<file path="config.mk">
export PLATFORM = sky130hd
export DESIGN_NAME = fastq_record_parser_core
export DESIGN_NICKNAME = d
export VERILOG_FILES = /design/src/rtl/frp_pkg.sv /design/src/rtl/fastq_record_parser_core.sv /design/src/rtl/frp_front.sv /design/src/rtl/frp_queue.sv /design/src/rtl/frp_back.sv
export SDC_FILE = /design/constraint.sdc
export NUM_CORES = 1
export LEC_CHECK = 0
export BUFFER_PORTS_ARGS = -buffer_cell sky130_fd_sc_hd__clkbuf_2
export CORE_UTILIZATION = 29
export CTS_BUF_LIST = sky130_fd_sc_hd__clkbuf_4 sky130_fd_sc_hd__clkbuf_8 sky130_fd_sc_hd__clkbuf_16
export DETAILED_ROUTE_END_ITERATION = 8
export GPL_ROUTABILITY_DRIVEN = 0
export GPL_TIMING_DRIVEN = 0
export PLACE_DENSITY = 0.45
export SLEW_MARGIN = 20
export SYNTH_ARGS = -nofsm -noshare
export SYNTH_HDL_FRONTEND = slang
export SYNTH_SLANG_ARGS = --single-unit
</file>
<file path="constraint.sdc">
create_clock -name i_clk -period 4.9 [get_ports i_clk]
set_clock_uncertainty 0.1 [all_clocks]
set_input_delay 0.49 -clock i_clk [delete_from_list [all_inputs] [get_ports i_clk]]
set_output_delay 0.49 -clock i_clk [all_outputs]
set_load 0.05 [all_outputs]
</file>
<file path="src/rtl/frp_pkg.sv">
// Shared types, constants and codes for the FASTQ record parser.
package frp_pkg;

    // Line length counters and the reported sequence length share this width
    localparam int LENGTH_BITS = 20;

    // Characters the parser reacts to
    localparam logic [7:0] CH_AT = 8'h40;
    localparam logic [7:0] CH_CR = 8'h0D;
    localparam logic [7:0] CH_LF = 8'h0A;

    // Field tags
    localparam logic [2:0] TAG_NONE      = 3'd0;
    localparam logic [2:0] TAG_HEADER    = 3'd1;
    localparam logic [2:0] TAG_SEQUENCE  = 3'd2;
    localparam logic [2:0] TAG_SEPARATOR = 3'd3;
    localparam logic [2:0] TAG_QUALITY   = 3'd4;

    // Config port: one register, index taken from paddr[2]
    localparam int PADDR_W = 3;
    localparam logic [0:0] REG_HAS_QUALITY = 1'b0;

    // Queue between front and back
    localparam int QUEUE_DEPTH = 2;
    localparam int QUEUE_AW    = $clog2(QUEUE_DEPTH);
    localparam int QUEUE_CW    = $clog2(QUEUE_DEPTH + 1);

    // Input beat
    typedef struct packed {
        logic [7:0] data_byte;
        logic       end_of_stream;
    } t_in_beat;

    // Output beat
    typedef struct packed {
        logic [7:0]             byte_out;
        logic [2:0]             field_tag;
        logic                   record_end;
        logic                   record_status;
        logic [LENGTH_BITS-1:0] sequence_length;
    } t_out_beat;

    // Classified byte handed from front to back
    typedef struct packed {
        logic [7:0] data_byte;
        logic       eos;        // last byte of the stream
        logic       brk;        // line break (CR, LF not paired with a CR)
        logic       pair_lf;    // LF closing a CR LF pair: no effect
        logic       hdr_start;  // '@' at the start of a line
    } t_cls;

    // Parse phase, one-hot
    typedef enum logic [4:0] {
        PH_SEEK = 5'b00001,
        PH_HEAD = 5'b00010,
        PH_SEQ  = 5'b00100,
        PH_SEP  = 5'b01000,
        PH_QUAL = 5'b10000
    } t_phase;

endpackage

</file>
<file path="src/rtl/fastq_record_parser_core.sv">
// Top level of the FASTQ record parser: front, queue, back and config register.
//
// Input channel (i_valid / o_ready / i_data): one beat per byte of FASTQ text,
// with end_of_stream set on the last byte. Output channel (o_valid / i_ready /
// o_data): one beat per input byte, the byte passed through with its field
// tag, and on the byte that closes a record the record_end flag, the length
// check status and the saturated sequence length.
// An accepted byte is registered in the queue and then in the output register;
// throughput is one byte per clock while i_ready is high, set by the phase
// machine in the back end. A two-entry queue between the classifying front
// and the back lets the input keep flowing while an output beat waits.
// When the receiver holds i_ready low the output beat holds, the queue fills,
// and o_ready drops once both queue entries are taken.
// Reset (synchronous, i_rst_n low) empties the queue and output, returns the
// parser to header search and sets has_quality to 1.
// Config: APB register has_quality at byte address 0, written when idle.
module fastq_record_parser_core (
    input  logic                           i_clk,
    input  logic                           i_rst_n,
    input  logic                           i_valid,
    output logic                           o_ready,
    input  frp_pkg::t_in_beat              i_data,
    output logic                           o_valid,
    input  logic                           i_ready,
    output frp_pkg::t_out_beat             o_data,
    input  logic                           psel,
    input  logic                           penable,
    input  logic                           pwrite,
    input  logic [frp_pkg::PADDR_W-1:0]    paddr,
    input  logic [31:0]                    pwdata,
    output logic [31:0]                    prdata,
    output logic                           pready
);

    logic          r_has_quality;
    logic          q_ready;
    logic          push;
    frp_pkg::t_cls front_cls;
    logic          q_valid;
    frp_pkg::t_cls q_cls;
    logic          pop;
    logic          reg_hit;

    // Config register
    assign pready  = 1'b1;
    assign reg_hit = (paddr[2] == frp_pkg::REG_HAS_QUALITY);
    assign prdata  = reg_hit ? {31'd0, r_has_quality} : 32'd0;

    always_ff @(posedge i_clk) begin
        if (!i_rst_n) begin
            r_has_quality <= 1'b1;
        end else if (psel && penable && pwrite && pready && reg_hit) begin
            r_has_quality <= pwdata[0];
        end
    end

    frp_front u_front (
        .i_clk     (i_clk),
        .i_rst_n   (i_rst_n),
        .i_valid   (i_valid),
        .i_beat    (i_data),
        .o_ready   (o_ready),
        .i_q_ready (q_ready),
        .o_push    (push),
        .o_cls     (front_cls)
    );

    frp_queue u_queue (
        .i_clk      (i_clk),
        .i_rst_n    (i_rst_n),
        .i_push     (push),
        .i_cls      (front_cls),
        .o_not_full (q_ready),
        .i_pop      (pop),
        .o_valid    (q_valid),
        .o_cls      (q_cls)
    );

    frp_back u_back (
        .i_clk         (i_clk),
        .i_rst_n       (i_rst_n),
        .i_has_quality (r_has_quality),
        .i_q_valid     (q_valid),
        .i_cls         (q_cls),
        .o_pop         (pop),
        .o_valid       (o_valid),
        .i_ready       (i_ready),
        .o_beat        (o_data)
    );

endmodule

</file>
<file path="src/rtl/frp_front.sv">
// Front end: accepts stream bytes and classifies line breaks and header starts.
module frp_front (
    input  logic             i_clk,
    input  logic             i_rst_n,
    input  logic             i_valid,
    input  frp_pkg::t_in_beat i_beat,
    output logic             o_ready,
    input  logic             i_q_ready,
    output logic             o_push,
    output frp_pkg::t_cls    o_cls
);

    logic r_at_line_start;
    logic r_after_cr;
    logic n_at_line_start;
    logic n_after_cr;
    logic is_cr;
    logic is_lf;

    assign o_ready = i_q_ready;
    assign o_push  = i_valid && i_q_ready;

    assign is_cr = (i_beat.data_byte == frp_pkg::CH_CR);
    assign is_lf = (i_beat.data_byte == frp_pkg::CH_LF);

    // Classification of the current byte
    always_comb begin
        o_cls.data_byte = i_beat.data_byte;
        o_cls.eos       = i_beat.end_of_stream;
        o_cls.pair_lf   = r_after_cr && is_lf;
        o_cls.brk       = !(r_after_cr && is_lf) && (is_cr || is_lf);
        o_cls.hdr_start = r_at_line_start && (i_beat.data_byte == frp_pkg::CH_AT);
    end

    // Line position tracking
    always_comb begin
        n_at_line_start = r_at_line_start;
        n_after_cr      = r_after_cr;
        if (o_push) begin
            if (o_cls.pair_lf) begin
                n_after_cr = 1'b0;
            end else begin
                n_after_cr      = is_cr;
                n_at_line_start = o_cls.brk;
            end
            if (i_beat.end_of_stream) begin
                n_at_line_start = 1'b1;
                n_after_cr      = 1'b0;
            end
        end
    end

    always_ff @(posedge i_clk) begin
        if (!i_rst_n) begin
            r_at_line_start <= 1'b1;
            r_after_cr      <= 1'b0;
        end else begin
            r_at_line_start <= n_at_line_start;
            r_after_cr      <= n_after_cr;
        end
    end

endmodule

</file>
<file path="src/rtl/frp_queue.sv">
// Short queue of classified bytes between front and back.
module frp_queue (
    input  logic          i_clk,
    input  logic          i_rst_n,
    input  logic          i_push,
    input  frp_pkg::t_cls i_cls,
    output logic          o_not_full,
    input  logic          i_pop,
    output logic          o_valid,
    output frp_pkg::t_cls o_cls
);

    frp_pkg::t_cls                 r_mem [frp_pkg::QUEUE_DEPTH];
    logic [frp_pkg::QUEUE_AW-1:0]  r_wr_ptr;
    logic [frp_pkg::QUEUE_AW-1:0]  r_rd_ptr;
    logic [frp_pkg::QUEUE_CW-1:0]  r_count;
    logic [frp_pkg::QUEUE_CW-1:0]  n_count;

    localparam logic [frp_pkg::QUEUE_CW-1:0] FULL_COUNT =
        frp_pkg::QUEUE_CW'(frp_pkg::QUEUE_DEPTH);

    assign o_not_full = (r_count != FULL_COUNT);
    assign o_valid    = (r_count != '0);
    assign o_cls      = r_mem[r_rd_ptr];

    // Occupancy
    always_comb begin
        n_count = r_count;
        if (i_push && !i_pop) begin
            n_count = r_count + 1'b1;
        end else if (i_pop && !i_push) begin
            n_count = r_count - 1'b1;
        end
    end

    always_ff @(posedge i_clk) begin
        if (!i_rst_n) begin
            r_wr_ptr <= '0;
            r_rd_ptr <= '0;
            r_count  <= '0;
        end else begin
            r_count <= n_count;
            if (i_push) begin
                r_wr_ptr <= r_wr_ptr + 1'b1;
            end
            if (i_pop) begin
                r_rd_ptr <= r_rd_ptr + 1'b1;
            end
        end
    end

    // Storage
    always_ff @(posedge i_clk) begin
        if (i_push) begin
            r_mem[r_wr_ptr] <= i_cls;
        end
    end

endmodule

</file>
<file path="src/rtl/frp_back.sv">
// Back end: record phase machine, length counters and output register.
module frp_back (
    input  logic                 i_clk,
    input  logic                 i_rst_n,
    input  logic                 i_has_quality,
    input  logic                 i_q_valid,
    input  frp_pkg::t_cls        i_cls,
    output logic                 o_pop,
    output logic                 o_valid,
    input  logic                 i_ready,
    output frp_pkg::t_out_beat   o_beat
);

    localparam logic [frp_pkg::LENGTH_BITS-1:0] COUNT_MAX = '1;

    frp_pkg::t_phase                r_phase;
    frp_pkg::t_phase                n_phase;
    logic [frp_pkg::LENGTH_BITS-1:0] r_seq;
    logic [frp_pkg::LENGTH_BITS-1:0] n_seq;
    logic [frp_pkg::LENGTH_BITS-1:0] r_qual;
    logic [frp_pkg::LENGTH_BITS-1:0] n_qual;
    logic                            r_o_valid;
    frp_pkg::t_out_beat              r_beat;
    frp_pkg::t_out_beat              n_beat;

    assign o_pop   = i_q_valid && (!r_o_valid || i_ready);
    assign o_valid = r_o_valid;
    assign o_beat  = r_beat;

    // Phase transitions, counting and record completion
    always_comb begin
        n_phase                = r_phase;
        n_seq                  = r_seq;
        n_qual                 = r_qual;
        n_beat.byte_out        = i_cls.data_byte;
        n_beat.field_tag       = frp_pkg::TAG_NONE;
        n_beat.record_end      = 1'b0;
        n_beat.record_status   = 1'b0;
        n_beat.sequence_length = '0;

        if (i_cls.pair_lf) begin
            // second half of CR LF: nothing changes
        end else if (i_cls.brk) begin
            case (r_phase)
                frp_pkg::PH_HEAD: begin
                    n_phase = frp_pkg::PH_SEQ;
                end
                frp_pkg::PH_SEQ: begin
                    n_phase = frp_pkg::PH_SEP;
                end
                frp_pkg::PH_SEP: begin
                    if (i_has_quality) begin
                        n_phase = frp_pkg::PH_QUAL;
                    end else begin
                        n_beat.record_end      = 1'b1;
                        n_beat.sequence_length = r_seq;
                        n_phase                = frp_pkg::PH_SEEK;
                    end
                end
                frp_pkg::PH_QUAL: begin
                    n_beat.record_end      = 1'b1;
                    n_beat.sequence_length = r_seq;
                    n_beat.record_status   = (r_qual != r_seq);
                    n_phase                = frp_pkg::PH_SEEK;
                end
                default: begin
                    n_phase = frp_pkg::PH_SEEK;
                end
            endcase
        end else begin
            case (r_phase)
                frp_pkg::PH_HEAD: begin
                    n_beat.field_tag = frp_pkg::TAG_HEADER;
                end
                frp_pkg::PH_SEQ: begin
                    n_beat.field_tag = frp_pkg::TAG_SEQUENCE;
                    n_seq = (r_seq == COUNT_MAX) ? r_seq : r_seq + 1'b1;
                end
                frp_pkg::PH_SEP: begin
                    n_beat.field_tag = frp_pkg::TAG_SEPARATOR;
                end
                frp_pkg::PH_QUAL: begin
                    n_beat.field_tag = frp_pkg::TAG_QUALITY;
                    n_qual = (r_qual == COUNT_MAX) ? r_qual : r_qual + 1'b1;
                end
                default: begin
                    if (i_cls.hdr_start) begin
                        n_beat.field_tag = frp_pkg::TAG_HEADER;
                        n_phase          = frp_pkg::PH_HEAD;
                        n_seq            = '0;
                        n_qual           = '0;
                    end
                end
            endcase
        end

        // End of stream closes an open record and clears state
        if (i_cls.eos) begin
            if (!n_beat.record_end && (n_phase != frp_pkg::PH_SEEK)) begin
                n_beat.record_end      = 1'b1;
                n_beat.sequence_length = n_seq;
                n_beat.record_status   = i_has_quality && (n_qual != n_seq);
            end
            n_phase = frp_pkg::PH_SEEK;
            n_seq   = '0;
            n_qual  = '0;
        end
    end

    // Parse state
    always_ff @(posedge i_clk) begin
        if (!i_rst_n) begin
            r_phase <= frp_pkg::PH_SEEK;
            r_seq   <= '0;
            r_qual  <= '0;
        end else if (o_pop) begin
            r_phase <= n_phase;
            r_seq   <= n_seq;
            r_qual  <= n_qual;
        end
    end

    // Output register
    always_ff @(posedge i_clk) begin
        if (!i_rst_n) begin
            r_o_valid <= 1'b0;
        end else if (o_pop) begin
            r_o_valid <= 1'b1;
        end else if (i_ready) begin
            r_o_valid <= 1'b0;
        end
    end

    always_ff @(posedge i_clk) begin
        if (o_pop) begin
            r_beat <= n_beat;
        end
    end

endmodule

</file>
# Word level (Yosys, flattened, before mapping)

Memory sizes are Yosys's and may differ from the RTL's. A register that Yosys moved wholly into a read port is not among the register bits.
Index checks and enable logic that the tools add are counted.
Widths: inputs -> output; s select.

Bits in registers: 86
RAM bits: 24
Bits of input ports: 51
Output and inout bits: 68
Logic and storage cells: 107
Memories: 1

Add/sub/neg operators: 6
Equal/unequal tests: 14
Mux-type cells: 43
Bitwise operators: 1
Reduce and logical (&&, ||, !) cells: 27

Memory list:

| memory        | words | width | rd ports | clocked after memory_dff | wr ports | RTL line        | source |
|---|---|---|---|---|---|---|---|
| u_queue.r_mem | 2     | 12    | 1        | 1                        | 1        | frp_queue.sv:13 | `frp_pkg::t_cls r_mem [frp_pkg::QUEUE_DEPTH];` |

Operators by type and width:

| cell                  | number |
|---|---|
| $mux 20               | 11 |
| $pmux 20 s2           | 3 |
| $mux 22               | 4 |
| $add 20x1->20 const B | 2 |
| $eq 20x20->1 const B  | 2 |
| $ne 20x20->1          | 2 |
| $mux 5                | 6 |
| $eq 8x4->1 const B    | 2 |
| $pmux 5 s3            | 1 |
| $mux 1                | 14 |
| $logic_and 1x1->1     | 12 |
| $pmux 3 s4            | 1 |
| $eq 8x7->1 const B    | 1 |
| $reduce_bool 2->1     | 3 |
| $reduce_or 3->1       | 2 |
| $eq 5x2->1 const B    | 1 |
| $eq 5x3->1 const B    | 1 |
| $eq 5x4->1 const B    | 1 |
| $eq 5x5->1 const B    | 1 |
| $logic_not 1->1       | 5 |
| $ne 5x1->1 const B    | 1 |
| $mux 2                | 2 |
| $ne 2x2->1 const B    | 2 |
| $reduce_or 4->1       | 1 |
| other kinds (8)       | 10 |

# Longest topological paths before layout

Gate-level depths: netlist of the first run.

Depth in word-level cells: 9
Mapped depth: 13
Mapped depth without buffers: 11

# Modules after synthesis

A second synthesis of the first run with hierarchy kept.

Cells, all modules: 792
Area, all modules: 7043.0 um2

Modules (own cells, without submodules):

| module                   | instances | cells an instance | area an instance (um2) | seq. area each (um2) |
|---|---|---|---|---|
| frp_back                 | 1         | 659               | 5378.9                 | 1911.8 |
| frp_queue                | 1         | 59                | 1079.8                 | 820.8 |
| fastq_record_parser_core | 1         | 40                | 320.3                  | 20.0 |
| frp_front                | 1         | 34                | 264.0                  | 40.0 |

# Least setup slack after synthesis of the first run

OpenSTA, ideal clock, no wires.

Kind: reg-to-reg
Start: register (tool-made name)
End: register u_back.r_beat, in the netlist u_back.o_beat[20], data pin
Library setup time: 0.277 ns
Arrival time: 2.369 ns
Data required time: 4.523 ns
Setup slack: 2.154 ns
Stages on the path, launching flop included: 12
Path buffers: 2
Clock period less this slack: 2.746 ns
Path through: dfxtp_1 -> buf_6 -> or3_4 -> and2_4 -> buf_6 -> a211oi_4 -> a31oi_1 -> a41oi_1 -> xnor2_1 -> nand4_1 -> nor4_2 -> a41oi_1

RTL lines:

| item                 | RTL line        | source |
|---|---|---|
| end signal, assigned | frp_back.sv:136 | `r_beat <= n_beat;` |
| end, declared        | frp_back.sv:23  | `frp_pkg::t_out_beat r_beat;` |

==> flow_metrics.py, run 1 <==
metrics = {
    "global_routing": {
        "grt_max_degree": 27,
        "antenna_found_initial": 0,
        "grt_pass1_vias": 5275,
        "grt_overflow": 0,
        "grt_pass1_wl_um": 31900,
        "track_usage_pct": 17.8,
    },
    "pwr": {
        "powerDensity_nw_per_um2": 422,
        "static-leakage-power_uw": 0.00288,
        "ir_drop_uv": 169,
    },
    "synthesis": {
        "synth_edf_count": 57,
        "ys_types": 77,
        "ys_top_cells_by_area": "edfxtp_1, dfxtp_1, buf_4, o21ai_0, xnor2_1",
        "yosysMostFrequentCell": "edfxtp_1",
        "yosys.area.top_type": "edfxtp_1",
        "synth_cells": 724,
        "ys_ff_latch": 111,
        "synthFlopType": "edfxtp_1",
        "synthArstFlopShare_pct": 0,
        "yosysSeqAreaShare_pct": 41.4,
        "synthDominantCellAreaShare_pct": 25.4,
        "syn_avg_cell_area_um2": 9.32,
        "synthTopCellsByCount": "edfxtp_1, dfxtp_1, nand2_1",
        "syn-cell-area_um2": 6750,
        "yosys_warnings": 0,
    },
    "cells_and_area": {
        "antenna_cells": 0,
        "nNetsFinal": 873,
        "drive_gt1_share_pct": 20.1,
        "syn2layout_area_growth_pct": 15.4,
        "final_cell_area_um2": 7790,
    },
    "sta": {
        "fin_tns_setup_ns": 0,
        "slew_headroom_pct": 36.5,
        "fmax_ghz": 0.272,
        "holdWs_ns": 0.231,
        "post-route-period-util_pct": 75.1,
        "maxSlewViolCount": 0,
        "tightestPinTransition_ns": 0.950,
        "finalCriticalPeriod_ns": 3.68,
        "setup_viol": 0,
        "finalHoldViolCount": 0,
        "rsz0062_at_grt": "false",
    },
    "critical_path": {
        "worstRegToRegCells": 11,
        "worstPathRequired_ns": 4.88,
        "arrival_ns": 3.66,
        "crit_type": "register to register",
        "rr_endpoint": "u_back.o_beat[20]",
        "critical_path.max_fanout": 10,
        "reg2reg_from": "u_back.r_phase[0]",
        "cp-end-kind": "register",
        "cp-start-kind": "register",
        "r2r_slack_ns": 1.22,
    },
    "floorplanning": {
        "boundaryPins": 119,
        "core-area_um2": 22700,
        "fp.dieH_um": 155,
        "fp.dieArea_um2": 23900,
        "start_util_pct": 29.7,
        "die_x_um": 155,
        "rows": 55,
    },
    "clock_tree": {
        "cts_inserted_buffers": 9,
        "cts.clk_slew.worst_paths_ns": 0.08,
        "htree_levels": 3,
        "cts_resized": 0,
        "cts_root_buf": "clkbuf_16",
        "worst_skew_pair.late_latency_ns": 0.37,
        "hold_buffers": 0,
        "clock-sinks": 111,
        "cts_tree": "yes",
        "clockBufferDepth": 2,
        "post-cts-setup-buffer-count": 0,
    },
    "detailed_routing": {
        "vias": 5853,
        "wirelength_um": 20900,
        "wl_per_cell_um": 18.9,
        "dr.pass1.iters": 5,
        "drtIter0Drc": 480,
        "via_per_inst": 5.28,
        "drc_errors": 0,
        "ant_nets": 0,
    },
    "worst_hold_path": {
        "whs_endpoint": "r_has_quality",
        "min_path_type": "input pin to register",
        "min_path_cells": 3,
        "min_from": "pwdata[0]",
    },
    "placed_design": {
        "dp_hpwl_um": 15900,
        "postPlaceCellArea_um2": 7500,
        "portBuffers": 53,
    },
    "outcome": {
        "status": "complete, no violations",
    },
    "flow_run": {
        "max_cap_viol_count": 0,
    },
}
==> final cells by class <==
class                   instances  area [um2]
repair buffers                 54         285
clock buffers                  10         233
inverters                      12        45.0
well taps                     285         357
multi-input cells             546        3530
fillers                      2370       14900
flip-flops and latches        111        2790
plain buffers                  85         489
clock inverters                 6        52.6
==> logic make-up after synthesis <==
group	count (synthesis)	share of synthesized area [%]
other cells	2	0.111
simple gates	258	21.6
buf+inv	97	7.92
mux	18	2.95
flops	111	41.4
fa+ha+maj	3	0.556
xor+xnor	47	6.10
compound gates	188	19.4
==> report_power, final <==
group	total [uW]	internal (uW)	switching (uW)
registers	1240	1180	54.9
clock network	732	361	372
logic	1320	293	1030
total	3290	1840	1450
==> layer usage <==
layer  vias up  share of wire, %  global-route usage, %
li1       2817                 -                      -
met1      2811                48                   24.5
met2       193                45                   27.9
met3        32               5.3                   3.03
met4         0               2.6                   6.41
met5         -                 0                      0
==> cell usage in the layout, fill, tap and decap left out, types with 27 or more instances in the layout <==
cell type,n
edfxtp_1,57
dfxtp_1,54
nand2_1,53
clkbuf_2,53
o21ai_0,48
nor2b_1,35
buf_4,33
conb_1,32
nor2_1,30
a22oi_1,30
clkbuf_1,29
xnor2_1,27
==> state kept, by name, indices dropped and copies added, names as in the netlist, 2 cells and up, named ones only <==
| signal | flops |
|---|---|
| u_back.r_qual | 20 |
| u_back.r_phase | 5 |
| u_back.r_seq | 20 |
| u_queue.r_mem | 24 |
| u_back.o_beat | 33 |
| u_queue.r_count | 2 |
==> through the flow <==
stage          std cells  power [uW]  setup WS, ns  util [%]
2_1_floorplan        754        2210          2.15         -
3_5_place_dp        1093        2580          1.28      33.0
3_3_place_gp        1092        2570          1.25      32.9
6_report            1109        3290          1.22      34.3
4_1_cts             1109        3320          1.27      34.3
5_1_grt             1109        3430          1.10      34.3
==> critical path, cell delays in order (launching register included) <==
cell and delay [ns]:
dfxtp_1 0.41, nor2_2 0.29, and3_1 0.19, buf_2 0.24, o21ai_0 0.17, buf_2 0.24
or3_1 0.36, a21oi_1 0.50, xnor2_1 0.24, nand4_1 0.19, nor4_1 0.25, a41oi_1 0.20
==> worst max-delay path by stage <==
stage / from / slack (ns) / end
6_report: u_back.r_phase[0] / 1.22 / u_back.o_beat[20]
5_1_grt: register / 1.10 / u_back.o_beat[20]
4_1_cts: u_back.r_phase[0] / 1.27 / u_back.o_beat[20]
3_5_place_dp: u_back.r_phase[0] / 1.28 / u_back.o_beat[20]
3_3_place_gp: u_back.r_phase[0] / 1.25 / u_back.o_beat[20]
2_1_floorplan: register / 2.15 / u_back.o_beat[20]
Note: power is estimated with default switching activity, not from simulation.
==> run 2: changes to the inputs <==
==> constraint.sdc (replaced) <==
create_clock -name i_clk -period 3.65 [get_ports i_clk]
set_clock_uncertainty 0.1 [all_clocks]
set_input_delay 0.365 -clock i_clk [delete_from_list [all_inputs] [get_ports i_clk]]
set_output_delay 0.365 -clock i_clk [all_outputs]
set_load 0.05 [all_outputs]
==> flow_metrics.py, run 2 (synthesized netlist as in run 1, its figures left out) <==
metrics = {
    "global_routing": {
        "grt_use_met3_pct": 3.03,
        "grt_use_met1_pct": 24.5,
        "grt_pass1_wl_um": 31900,
        "busiest_layer": "met2",
        "grt_max_degree": 27,
        "grtUsageMet2_pct": 27.9,
        "grt_pass1_vias": 5275,
        "grt_overflow": 0,
        "track_usage_pct": 17.8,
        "antenna_found_initial": 0,
    },
    "sta": {
        "maxSlewViolCount": 0,
        "finalWorstSetupSlack_ns": 0.142,
        "rsz0062_at_grt": "false",
        "slew_headroom_pct": 37.4,
        "setup_viol": 0,
        "finalHoldViolCount": 0,
        "finalCriticalPeriod_ns": 3.51,
        "post-route-period-util_pct": 96.1,
        "tightestPinTransition_ns": 0.937,
        "fmax_ghz": 0.285,
        "fin_tns_setup_ns": 0,
    },
    "worst_hold_path": {
        "min_path_type": "input pin to register",
    },
    "placed_design": {
        "portBuffers": 53,
        "dp_cells": 1093,
        "postPlaceCellArea_um2": 7500,
        "dp_hpwl_um": 15900,
        "place_ws_ns": 0.0303,
    },
    "detailed_routing": {
        "drc_errors": 0,
        "wirelength_um": 21000,
        "vias": 5851,
        "wl_per_cell_um": 18.9,
        "drtIter0Drc": 464,
        "via_per_inst": 5.27,
        "dr.pass1.iters": 7,
        "ant_nets": 0,
    },
    "pwr": {
        "ir_drop_uv": 227,
        "switching_share_pct": 44.2,
        "powerDensity_nw_per_um2": 564,
        "pwr-share-comb_pct": 40.2,
        "clockPowerShare_pct": 22.2,
        "p_seq_share_pct": 37.6,
        "p_int_uw": 2470,
        "static-leakage-power_uw": 0.00291,
        "p_switching_uw": 1960,
    },
    "floorplanning": {
        "rows": 55,
        "fp.dieH_um": 155,
        "die_x_um": 155,
        "boundaryPins": 119,
        "core-area_um2": 22700,
        "start_util_pct": 29.7,
        "fp.dieArea_um2": 23900,
    },
    "flow_run": {
        "max_cap_viol_count": 0,
    },
    "cells_and_area": {
        "fillers": 2358,
        "regArea_um2": 2790,
        "final_cell_mix": "edfxtp_1, dfxtp_1, nand2_1, clkbuf_2, o21ai_0",
        "largest_reg_flops": 33,
        "layout_commonest_cell": "edfxtp_1",
        "nNetsFinal": 875,
        "syn2layout_area_growth_pct": 16.4,
        "multi_input_comb_area_um2": 3580,
        "drive_gt1_share_pct": 21.4,
        "fin_cells": 1111,
        "antenna_cells": 0,
        "final_cell_area_um2": 7850,
    },
    "critical_path": {
        "cp_top_family": "compound AO/OA/AOI/OAI gates",
        "worstPathRequired_ns": 3.63,
        "max_stage_delay_ns": 0.39,
        "critical_path.max_fanout": 10,
        "cp_cell_sequence": "buf_2, o21ai_0, o211ai_1, a31oi_1, buf_2, a41oi_2, xnor2_1, nand4_1, nor4_2, a41oi_1",
        "path_buf_inv": 2,
        "critPathSlowestCell": "a31oi_1",
        "cp-start-kind": "register",
        "cp-end-kind": "register",
        "cpMostUsedCell": "buf_2",
        "arrival_ns": 3.49,
        "crit_type": "register to register",
    },
    "clock_tree": {
        "worst_skew_pair.late_latency_ns": 0.36,
        "cts_inserted_buffers": 9,
        "cts_root_buf": "clkbuf_16",
        "cts_tree": "yes",
        "htree_levels": 3,
        "cts.clk_slew.worst_paths_ns": 0.08,
        "clock-sinks": 111,
        "clockBufferDepth": 2,
    },
    "outcome": {
        "status": "complete, no violations",
    },
}
-- run 2: metal layers --
| layer | vias to the layer above | wire length (um) |
|---|---|---|
| met5 | - | 0 |
| met4 | 0 | 571 |
| met3 | 30 | 1160 |
| met2 | 192 | 9300 |
| met1 | 2817 | 9940 |
| li1 | 2812 | - |
-- run 2: power by group through the flow --
| stage | Combinational [uW] | Sequential, uW | Clock [uW] |
|---|---|---|---|
| finish | 1780 | 1670 | 984 |
| global route | 1870 | 1690 | 1060 |
| CTS | 1780 | 1670 | 1010 |
| detailed placement | 1770 | 1700 | 0 |
| global placement | 1750 | 1700 | 0 |
| floorplan | 689 | 2270 | 0 |
-- run 2: what timing repair did --
| action | CTS | global route |
|---|---|---|
| setup endpoints to repair | 0 | 1 |
| buffers inserted | 0 | 2 |
| resized for setup | 0 | 11 |
| hold buffers | 0 | 0 |
-- run 2: stage by stage --
stage | util, % | hold slack [ns] | power [uW]
4_1_cts | 34.3 | 0.108 | 4450
3_5_place_dp | 33.0 | 0.411 | 3470
5_1_grt | 34.6 | 0.107 | 4620
2_1_floorplan | - | 0.359 | 2960
6_report | 34.6 | 0.110 | 4430
3_3_place_gp | 32.9 | 0.397 | 3450
-- run 2: area by class of cell --
class / instances / area share (%)
Multi-Input combinational cell: 546 / 45.6
Clock inverter: 6 / 0.669
Sequential cell: 111 / 35.6
Tap cell: 285 / 4.54
Inverter: 12 / 0.574
Timing Repair Buffer: 56 / 3.82
Clock buffer: 10 / 2.96
Buffer: 85 / 6.23
-- run 2: tightest hold or removal path, delay by kind of cell --
family | cells | cell delay, ns
multiplexers | 1 | 0.05
buffers and inverters | 1 | 0.07
AND/OR/NAND/NOR | 1 | 0.06
-- run 2: worst paths after layout --
check	start	to	slack, ns	cells past startpoint
setup / recovery	u_back.r_phase[3]	u_back.o_beat[20]	0.14	10
hold / removal	pwdata[0]	r_has_quality	0.11	3
setup reg to reg	u_back.r_phase[3]	u_back.o_beat[20]	0.14	10
hold reg to reg	u_front.r_at_line_start	u_front.r_at_line_start	0.42	2
==> run 3: changes to the inputs <==
--- a/config.mk
+++ b/config.mk
@@ -5,13 +5,13 @@
 export SDC_FILE = /design/constraint.sdc
 export NUM_CORES = 1
 export LEC_CHECK = 0
-export BUFFER_PORTS_ARGS = -buffer_cell sky130_fd_sc_hd__clkbuf_2
 export CORE_UTILIZATION = 29
 export CTS_BUF_LIST = sky130_fd_sc_hd__clkbuf_4 sky130_fd_sc_hd__clkbuf_8 sky130_fd_sc_hd__clkbuf_16
 export DETAILED_ROUTE_END_ITERATION = 8
+export DONT_BUFFER_PORTS = 1
 export GPL_ROUTABILITY_DRIVEN = 0
 export GPL_TIMING_DRIVEN = 0
-export PLACE_DENSITY = 0.45
+export PLACE_DENSITY = 0.41
 export SLEW_MARGIN = 20
 export SYNTH_ARGS = -nofsm -noshare
 export SYNTH_HDL_FRONTEND = slang
==> flow_metrics.py, run 3 (synthesized netlist as in run 1, its figures left out) <==
metrics = {
    "outcome": {
        "status": "complete, no violations",
    },
    "detailed_routing": {
        "wirelength_um": 22000,
        "wl_per_cell_um": 20.6,
        "ant_nets": 0,
        "drtIter0Drc": 597,
        "vias": 5825,
        "dr.pass1.iters": 5,
        "drc_errors": 0,
        "via_per_inst": 5.45,
    },
    "sta": {
        "post-route-period-util_pct": 97.4,
        "tightestPinTransition_ns": 0.938,
        "slew_headroom_pct": 37.3,
        "rsz0062_at_grt": "true",
        "fmax_ghz": 0.281,
        "finalCriticalPeriod_ns": 3.55,
        "maxSlewViolCount": 0,
        "setup_viol": 0,
        "finalHoldViolCount": 0,
    },
    "cells_and_area": {
        "layout_commonest_cell": "edfxtp_1",
        "syn2layout_area_growth_pct": 14.9,
        "drive_gt1_share_pct": 16.3,
        "nNetsFinal": 832,
        "antenna_cells": 0,
        "fin_util_pct": 34.1,
        "final_cell_area_um2": 7750,
        "largest_reg_flops": 33,
        "final_cell_mix": "edfxtp_1, dfxtp_1, nand2_1, o21ai_0, buf_4",
    },
    "critical_path": {
        "worstPathRequired_ns": 3.63,
        "cp_cell_sequence": "buf_2, o21ai_1, o211ai_1, buf_2, nand2_1, nor3_1, a21oi_1, xnor2_1, nand4_1, nor4_1, a41oi_1",
        "path_buf_inv": 2,
        "arrival_ns": 3.53,
        "cp-start-kind": "register",
        "critical_path.max_fanout": 10,
        "cpMostUsedCell": "buf_2",
        "r2r_slack_ns": 0.1,
        "critPathSlowestCell": "nor3_1",
        "cp_top_family": "simple AND/OR/NAND/NOR gates",
        "crit_type": "register to register",
        "max_stage_delay_ns": 0.62,
        "cp-end-kind": "register",
    },
    "worst_hold_path": {
        "min_path_type": "input pin to register",
    },
    "clock_tree": {
        "cts_tree": "yes",
        "clockBufferDepth": 2,
        "cts.clk_slew.worst_paths_ns": 0.09,
        "cts_root_buf": "clkbuf_16",
        "cts_inserted_buffers": 9,
        "worst_skew_pair.late_latency_ns": 0.37,
        "htree_levels": 3,
        "clock-sinks": 111,
    },
    "global_routing": {
        "grt_max_degree": 30,
        "grt_overflow": 0,
        "grt_pass1_wl_um": 33500,
        "track_usage_pct": 18.7,
        "grt_pass1_vias": 5476,
        "antenna_found_initial": 0,
    },
    "floorplanning": {
        "start_util_pct": 29.7,
        "fp.dieH_um": 155,
        "fp.dieArea_um2": 23900,
        "die_x_um": 155,
        "core-area_um2": 22700,
        "boundaryPins": 119,
        "rows": 55,
    },
    "pwr": {
        "powerDensity_nw_per_um2": 573,
        "ir_drop_uv": 242,
        "static-leakage-power_uw": 0.00277,
    },
    "flow_run": {
        "max_cap_viol_count": 0,
    },
    "placed_design": {
        "postPlaceCellArea_um2": 7240,
        "dp_hpwl_um": 16500,
        "portBuffers": 0,
    },
}
## run 3: stage by stage
stage	hold WS, ns	setup TNS (ns)	worst slack [ns]	instances	power [uW]
5_1_grt	0.0173	0	0.0112	1068	4620
6_report	0.0160	0	0.0961	1068	4440
2_1_floorplan	0.359	0	0.904	754	2960
3_5_place_dp	0.364	-0.0484	-0.0484	1040	3360
4_1_cts	0.00423	0	0.0805	1065	4460
3_3_place_gp	0.364	-0.0585	-0.0585	1039	3330
## run 3: timing repair
item | 4_1_cts | 5_1_grt
gates resized for setup | 4 | 11
hold buffers | 9 | 0
gates cloned | 0 | 0
pin swaps | 0 | 2
setup buffers | 0 | 4
endpoints found under the hold margin | 18 | 0
setup endpoints to repair | 1 | 2
## run 3: routing by layer
metal,global-route usage (%),up-vias,part of all wire [%]
li1,-,2721,-
met1,26.3,2803,46
met2,28.5,264,44
met3,3.03,37,6.8
met4,7.73,0,3.0
met5,0,-,0
## run 3: path summary, 6_finish.rpt
path                                               from                       to  cells after the start
worst max-delay path                  u_back.r_phase[1]        u_back.o_beat[20]                     11
worst min-delay path                          pwdata[0]            r_has_quality                      2
worst max register to register        u_back.r_phase[1]        u_back.o_beat[20]                     11
worst min register to register  u_front.r_at_line_start  u_front.r_at_line_start                      2
## run 3: layout make-up
cell class | count | area (um2)
well taps | 285 | 357
fillers | 2368 | 15000
inverters | 12 | 45.0
clock buffers | 9 | 225
flip-flops and latches | 111 | 2790
repair buffers | 14 | 140
clock inverters | 7 | 98.8
plain buffers | 84 | 487
multi-input cells | 546 | 3610
## run 3: power breakdown
group,switching [uW],internal [uW]
clock,569,510
combinational,783,308
sequential,661,1610
## run 3: worst register-to-register path, stage by stage, from the launching register on
cell and delay (ns):
dfxtp_1 0.43, buf_2 0.24, o21ai_1 0.12, o211ai_1 0.17, buf_2 0.30, nand2_1 0.19, nor3_1 0.62, a21oi_1 0.25
xnor2_1 0.29, nand4_1 0.13, nor4_1 0.22, a41oi_1 0.20
